## config.mk

```make
export PLATFORM = sky130hd
export DESIGN_NAME = zfi_ctrl
export DESIGN_NICKNAME = d
export VERILOG_FILES = /design/src/sv/zfi_pkg.sv /design/src/sv/zfi_ctrl.sv
export SDC_FILE = /design/constraint.sdc
export NUM_CORES = 1
export LEC_CHECK = 0
export BUFFER_PORTS_ARGS = -buffer_cell sky130_fd_sc_hd__buf_2
export CORE_ASPECT_RATIO = 0.9
export CORE_UTILIZATION = 45
export CTS_BUF_LIST = sky130_fd_sc_hd__clkbuf_4 sky130_fd_sc_hd__clkbuf_8
export DETAILED_ROUTE_END_ITERATION = 8
export MAX_ROUTING_LAYER = met4
export PLACE_DENSITY = 0.81
export SLEW_MARGIN = 20
export SYNTH_ARGS = -nofsm -noshare
export SYNTH_HDL_FRONTEND = slang
export SYNTH_SLANG_ARGS = --single-unit
```

## constraint.sdc

```tcl
create_clock -name clk -period 9.06 [get_ports clk]
set_input_delay 1.812 -clock clk [delete_from_list [all_inputs] [get_ports clk]]
set_output_delay 1.812 -clock clk [all_outputs]
set_load 0.01 [all_outputs]
```

## src/sv/zfi_pkg.sv

```systemverilog
// Types and constants shared by the zoom to field-of-view interpolator modules.
package zfi_pkg;

  localparam logic FUNC_WRITE  = 1'b0;
  localparam logic FUNC_LOOKUP = 1'b1;

  localparam logic [9:0] ROWS_RESET = 10'd258;
  localparam int         MIN_ROWS   = 2;

  // The quotient of one interpolation always fits the 16-bit angle.
  localparam int         DIV_CNT_W  = 4;
  localparam logic [3:0] DIV_LAST   = 4'd15;

  typedef struct packed {
    logic        func;
    logic [8:0]  row_number;
    logic [15:0] zoom_point;
    logic [15:0] hfov_point;
    logic [15:0] vfov_point;
    logic [15:0] zoom_reading;
  } req_t;

  typedef struct packed {
    logic [15:0] hfov_angle;
    logic [15:0] vfov_angle;
    logic [8:0]  bracket_row;
    logic        was_interpolated;
  } rsp_t;

  typedef struct packed {
    logic [15:0] zoom;
    logic [15:0] hfov;
    logic [15:0] vfov;
  } row_t;

  typedef enum logic [2:0] {
    ST_IDLE,
    ST_SCAN,
    ST_MUL_LO,
    ST_MUL_HI,
    ST_SUM,
    ST_DIV,
    ST_STORE,
    ST_FINISH
  } state_t;

  typedef struct packed {
    logic wr_en;
    logic load_item;
    logic scan_shift;
    logic capture;
    logic interp;
    logic mul_lo;
    logic mul_hi;
    logic sum_load;
    logic div_step;
    logic div_store;
    logic chan;
    logic load_out;
  } dp_cmd_t;

  typedef struct packed {
    logic hit;
  } dp_stat_t;

endpackage

```

## src/sv/zfi_ctrl.sv

```systemverilog
// Controller: handshakes, row scan sequencing and interpolation step sequencing.
module zfi_ctrl #(
  parameter int MAX_ROWS = 512
) (
  input  logic                    clk,
  input  logic                    rst,
  input  logic                    req_valid,
  output logic                    req_stall,
  input  zfi_pkg::req_t           req_data,
  output logic                    rsp_valid,
  input  logic                    rsp_stall,
  input  logic                    cfg_write,
  input  logic [9:0]              cfg_data,
  output zfi_pkg::dp_cmd_t        cmd,
  input  zfi_pkg::dp_stat_t       stat,
  output logic [$clog2(MAX_ROWS)-1:0] rd_addr,
  output logic [$clog2(MAX_ROWS)-1:0] row
);

  localparam int AW  = $clog2(MAX_ROWS);
  localparam int RNW = ($clog2(MAX_ROWS + 1) > 10) ? $clog2(MAX_ROWS + 1) : 10;

  zfi_pkg::state_t state, state_next;
  logic [9:0]      rows_in_use;
  logic [AW-1:0]   scan_row, scan_row_next;
  logic            chan, chan_next;
  logic [zfi_pkg::DIV_CNT_W-1:0] div_cnt, div_cnt_next;
  logic            rsp_valid_next;
  logic [RNW-1:0]  rows_ext, rows_clamp;
  logic [AW-1:0]   last_row;
  logic            row_ok;
  logic            interp;

  // Out-of-range row counts act as the nearest legal count.
  always_comb begin
    rows_ext = RNW'(rows_in_use);
    if (rows_ext < RNW'(zfi_pkg::MIN_ROWS)) begin
      rows_clamp = RNW'(zfi_pkg::MIN_ROWS);
    end else if (rows_ext > RNW'(MAX_ROWS)) begin
      rows_clamp = RNW'(MAX_ROWS);
    end else begin
      rows_clamp = rows_ext;
    end
    last_row = AW'(rows_clamp - RNW'(1));
  end

  assign row_ok = (32'(req_data.row_number) < 32'(MAX_ROWS));
  assign interp = (scan_row != '0) && (scan_row != last_row);
  assign row    = scan_row;

  always_ff @(posedge clk) begin
    if (rst) begin
      state       <= zfi_pkg::ST_IDLE;
      rows_in_use <= zfi_pkg::ROWS_RESET;
      scan_row    <= '0;
      chan        <= 1'b0;
      div_cnt     <= '0;
      rsp_valid   <= 1'b0;
    end else begin
      state     <= state_next;
      scan_row  <= scan_row_next;
      chan      <= chan_next;
      div_cnt   <= div_cnt_next;
      rsp_valid <= rsp_valid_next;
      if (cfg_write) begin
        rows_in_use <= cfg_data;
      end
    end
  end

  always_comb begin
    state_next    = state;
    scan_row_next = scan_row;
    chan_next     = chan;
    div_cnt_next  = div_cnt;
    cmd           = '0;
    cmd.chan      = chan;
    rd_addr       = scan_row + AW'(1);
    req_stall     = (state != zfi_pkg::ST_IDLE);

    unique case (state)
      zfi_pkg::ST_IDLE: begin
        if (req_valid) begin
          if (req_data.func == zfi_pkg::FUNC_WRITE) begin
            cmd.wr_en = row_ok;
          end else begin
            cmd.load_item = 1'b1;
            rd_addr       = '0;
            scan_row_next = '0;
            state_next    = zfi_pkg::ST_SCAN;
          end
        end
      end
      zfi_pkg::ST_SCAN: begin
        // The read data in this cycle belongs to scan_row.
        if (stat.hit || (scan_row == last_row)) begin
          cmd.capture = 1'b1;
          cmd.interp  = interp;
          chan_next   = 1'b0;
          state_next  = interp ? zfi_pkg::ST_MUL_LO : zfi_pkg::ST_FINISH;
        end else begin
          cmd.scan_shift = 1'b1;
          scan_row_next  = scan_row + AW'(1);
        end
      end
      zfi_pkg::ST_MUL_LO: begin
        cmd.mul_lo = 1'b1;
        state_next = zfi_pkg::ST_MUL_HI;
      end
      zfi_pkg::ST_MUL_HI: begin
        cmd.mul_hi = 1'b1;
        state_next = zfi_pkg::ST_SUM;
      end
      zfi_pkg::ST_SUM: begin
        cmd.sum_load = 1'b1;
        div_cnt_next = '0;
        state_next   = zfi_pkg::ST_DIV;
      end
      zfi_pkg::ST_DIV: begin
        cmd.div_step = 1'b1;
        div_cnt_next = div_cnt + 1'b1;
        if (div_cnt == zfi_pkg::DIV_LAST) begin
          state_next = zfi_pkg::ST_STORE;
        end
      end
      zfi_pkg::ST_STORE: begin
        cmd.div_store = 1'b1;
        if (!chan) begin
          chan_next  = 1'b1;
          state_next = zfi_pkg::ST_MUL_LO;
        end else begin
          state_next = zfi_pkg::ST_FINISH;
        end
      end
      zfi_pkg::ST_FINISH: begin
        if (!rsp_valid || !rsp_stall) begin
          cmd.load_out = 1'b1;
          state_next   = zfi_pkg::ST_IDLE;
        end
      end
      default: begin
        state_next = zfi_pkg::ST_IDLE;
      end
    endcase
  end

  assign rsp_valid_next = cmd.load_out | (rsp_valid & rsp_stall);

endmodule

```

Word level (Yosys, flattened, before mapping)

Index checks and enable logic that the tools add are counted.

Memory bits (read-only): 0
Memory bits (writable): 0
Latch bits: 0
Register bits: 28
Memories kept: 0
Logic and storage cells: 77

Order comparisons: 2
Multiplexer cells: 34
Equal/unequal tests: 16
Bitwise operators: 2
$mul: 0
Add/subtract/negate cells: 3
Shifts and indexed selects: 0
Reduce and logical (&&, ||, !) cells: 14
Divide/modulo/power cells: 0

Operators by type and width:

| cell                                                   | number |
|---|---|
| two-way mux 9 bit                                      | 8 |
| two-way mux 3 bit                                      | 8 |
| one-hot mux 3 bit (8 select lines)                     | 1 |
| one-hot mux 9 bit (2 select lines)                     | 1 |
| == test 3 bit (second input constant)                  | 4 |
| inequality test 2 bit (second input constant)          | 6 |
| two-way mux 1 bit                                      | 11 |
| greater-than comparator 10 bit (second input constant) | 1 |
| < comparator 10 x 2 -> 1 bit (second input constant)   | 1 |
| adder 9 x 1 -> 9 bit (second input constant)           | 1 |
| == test 9 bit                                          | 1 |
| inequality test 9 bit                                  | 1 |
| nonzero test 9 bit                                     | 1 |
| subtractor 9 x 1 -> 9 bit (second input constant)      | 1 |
| one-hot mux 4 bit (2 select lines)                     | 1 |
| == test 3 x 2 -> 1 bit (second input constant)         | 2 |
| two-way mux 2 bit                                      | 3 |
| nonzero test 2 bit                                     | 3 |
| AND reduction 5 bit                                    | 1 |
| adder 4 x 1 -> 4 bit (second input constant)           | 1 |
| == test 4 bit (second input constant)                  | 1 |
| AND reduction 4 bit                                    | 1 |
| == test 3 x 1 -> 1 bit (second input constant)         | 1 |
| logical NOT 3 bit                                      | 1 |
| 8 further kinds                                        | 10 |

Depth between registers and ports, before layout

Word-level depth: 9
Mapped depth: 16

Worst setup path after synthesis

Ideal clock, no wire load.

Kind: flip-flop to output port
Start: register rows_in_use[4] (netlist: rows_ext[4])
End: output cmd[9] (netlist bit)
Path slack: 4.370 ns
Stages on the path, launching flop included: 15
Data arrival time: 2.878 ns
Path through: dfxtp_1 > buf_6 > nor4_4 > a311oi_1 > inv_1 > ha_1 > buf_2 > or3b_2 > a32oi_2 > xnor2_1 > nor3_1 > a211oi_2 > o21ai_4 > buf_6 > inv_2

RTL lines:

| element                | line           | text |
|---|---|---|
| from (decl)            | zfi_ctrl.sv:24 | `logic [9:0] rows_in_use;` |
| from (signal assigned) | zfi_ctrl.sv:54 | `rows_in_use <= zfi_pkg::ROWS_RESET;` |
| from (signal assigned) | zfi_ctrl.sv:66 | `rows_in_use <= cfg_data;` |
| to (decl)              | zfi_ctrl.sv:14 | `output zfi_pkg::dp_cmd_t cmd,` |

==> implementation parameters <==
Parameter                              Value

Status
  Status    completed

Job
  Count of max-cap constraint violations    0

Worst setup path
  Endpoint of the most critical register-to-register path    row[3]$_SDFFE_PP0P_
  Kind of capture point of the worst setup path    output pin
  Largest driver fanout on the critical path    16
  Data required time of the critical path    7.25 ns
  Critical path startpoint    rows_ext[4]$_SDFFE_PP0P_
  FF-to-FF Start    rows_ext[4]$_SDFFE_PP0P_
  Endpoint arrival time on the critical path    3.62 ns
  Kind of start point of the critical path    flop
  Worst reg2reg setup slack    5.18 ns
  Category of the most critical setup path    flop to output pin
  Logic depth of the worst register-to-register path    12

Floorplanning
  Die Ht    68.14 µm
  Num ports    122
  Overall die area    5143 µm²
  Die Wd    75.49 µm
  Placeable core region    4547 µm²
  Cell Rows    23
  Starting density of the core    0.4810

Routing
  Count of vias placed by the detailed router    2064
  Number of remaining DRC errors    0
  Total iterations of the first detailed-routing run    5
  Number of nets still failing antenna checks after routing    0
  Overall routed net length    4985 µm
  Via-per-instance ratio    5.578
  Post-detailed-route wirelength per cell    13.47 µm
  Starting DRT DRC Count    200

Finish
  Fraction of layout cells with a size suffix above 1    0.2208
  Area Overhead vs Synth    11.56%
  Most frequent cells in the layout    sky130_fd_sc_hd__buf_2 (48), sky130_fd_sc_hd__nor2_1 (37), sky130_fd_sc_hd__dfxtp_1 (28)
  Util after Layout    0.5366
  Fill cell count    458
  Post-layout nets    407
  Most frequent standard cell in the layout excluding fill and tap cells    sky130_fd_sc_hd__buf_2
  Antenna Cells    0

Synthesis
  Syn Area/Cell    7.783 µm²
  Gate count after technology mapping    281
  Area of the mapped netlist    2187 µm²
  Count of different cell masters after synthesis    61
  Sequential-to-total area share from yosys stat    0.2563
  Ys flop type    sky130_fd_sc_hd__dfxtp_1
  Total nets after synthesis    379
  Register bit total from synthesis    28
  Post-synth EDFFs    0
  Ys async rst share    0
  Count of warnings emitted by yosys    0

STA
  Maximum clock skew at final layout    0.01623 ns
  Number of pins with negative max-slew slack in the final report    0
  Achievable clock frequency    184.0 MHz
  Setup TNS Final    0 ns
  Final worst-path cycle share    0.5998
  RSZ-0062 raised after global routing    no
  Slew at the pin with the worst max-slew slack    1.012 ns
  Total setup violations reported at the end of the flow    0
  Post-route worst setup slack    3.626 ns
  Tmin final    5.434 ns
  Hold Vio Cnt, Final    0
  Slew margin rel.    0.3255

Place
  Port Buffer Count    48
  HPWL after DPL    3636 µm
  Gpl congestion    0.8654
  Worst setup slack before clock tree synthesis    3.965 ns

Clocking
  CTS tree    built
  Clock buffers created by TritonCTS    3
  Clock Sink Count    28
  CTS clk-pin slew, worst paths    0.11 ns
  Count of hold-fix buffers inserted at cts    0
  Setup Fix Bufs, Post-CTS    0
  CTS H-tree lvls    1
  Skew-Pair Late Insertion Delay    0.29 ns
  Number of buffers between clock root and the deepest sink    2
  Cell chosen for the clock root    sky130_fd_sc_hd__clkbuf_8
  Post-cts gate resize count    0

Power and ir drop
  Leakage power figure    1.065 nW
  Worst vdd rail ir drop    0.1532 mV
  Power density cells    196.8 nW/µm²

Global routing
  Global-route usage over all layers    0.2079
  Vias in the first global route    1733
  Number of antenna violations at the first check in global routing    0
  Largest net degree at the start of global routing    23
  Grt total ovfl    0
  Wire length of the first global-routing pass    8066 µm

Hold path
  Hold Path Cell Cnt    2
  Hold endpoint    rsp_valid$_SDFF_PP0_
  Kind of path behind the tightest hold check    flop to flop
  Startpoint of the worst hold path    rsp_valid$_SDFF_PP0_
-- sequential cells by signal, summed over array words and instances (netlist names) --
signal     flops
rows_ext      10
div_cnt        4
rsp_valid      1
row            9
chan           1
state          3
-- cells in the mapped netlist, drive strengths merged (7+ instances only) --
library cell  number  share of area
nand2             21          0.036
o21ai              9          0.026
mux2i             11          0.050
clkbuf            16          0.027
xnor2              9          0.036
dfxtp             28           0.26
a21oi             18          0.043
buf                9          0.027
inv               15          0.026
nor2              37          0.063
xor2               7          0.028
ha                 8          0.046
nand3             14          0.032
-- layout make-up --
cell class / instances / area (µm²) / share of cell area
flip-flops and latches: 28 / 560.5 / 0.2297
inverters: 16 / 60.06 / 0.02462
repair buffers: 48 / 240.2 / 0.09846
clock buffers: 4 / 55.05 / 0.02256
multi-input cells: 212 / 1446 / 0.5928
well taps: 62 / 77.57 / 0.03179
-- worst max-delay path by stage --
stage | to | slack [ns] | cells after the start
after CTS | cmd[9] | 3.63 | 12
after detailed placement | cmd[9] | 3.96 | 12
after floorplan | cmd[9] | 4.37 | 14
after global routing | cmd[9] | 3.33 | 12
final | cmd[9] | 3.63 | 12
after global placement | cmd[9] | 4.01 | 12
-- routing by layer --
metal | wire, µm | track usage | share of wire
met1 | 2425 | 0.2836 | 0.49
met2 | 2273 | 0.3203 | 0.46
met3 | 255 | 0.03535 | 0.051
met4 | 31 | 0.04861 | 0.0062
met5 | 0 | - | 0
-- worst max-delay path, cell delays in order (launching register included) --
cell	delay, ns
sky130_fd_sc_hd__dfxtp_1	0.43
sky130_fd_sc_hd__nor4_4	0.39
sky130_fd_sc_hd__a311oi_1	0.23
sky130_fd_sc_hd__inv_1	0.10
sky130_fd_sc_hd__ha_1	0.33
sky130_fd_sc_hd__or3b_2	0.48
sky130_fd_sc_hd__a32oi_2	0.27
sky130_fd_sc_hd__xnor2_1	0.15
sky130_fd_sc_hd__nor3_1	0.07
sky130_fd_sc_hd__a211oi_2	0.42
sky130_fd_sc_hd__o21ai_4	0.23
sky130_fd_sc_hd__inv_2	0.11
sky130_fd_sc_hd__buf_2	0.13
-- logic make-up (layout without fill, tap and decap cells) --
group	count (synthesis)	after routing	share of synthesized area
XOR/XNOR	16	16	0.06408
AND/OR/NAND/NOR	107	107	0.2500
AO/OA/AOI/OAI	68	68	0.2409
adder cells (fa/ha/maj)	8	8	0.04577
multiplexers	13	13	0.06064
flip-flops	28	28	0.2563
buffers and inverters	41	68	0.08237
-- through the flow --
step           power [mW]  std cells  area [µm²]  hold slack, ns
6_report           0.4801        370        2440          0.5275
5_1_grt            0.5175        370        2440          0.5578
4_1_cts            0.4802        370        2440          0.5298
3_5_place_dp       0.3985        366        2385          0.5132
3_3_place_gp       0.3934        366        2385          0.4891
2_1_floorplan      0.3483        281        2187          0.4810
-- power breakdown --
part / internal [mW] / switching [mW]
sequential: 0.134 / 0.0199
combinational: 0.0979 / 0.147
clock: 0.0391 / 0.0426
total: 0.271 / 0.209
No activity file was read; power rests on OpenSTA's default activity.
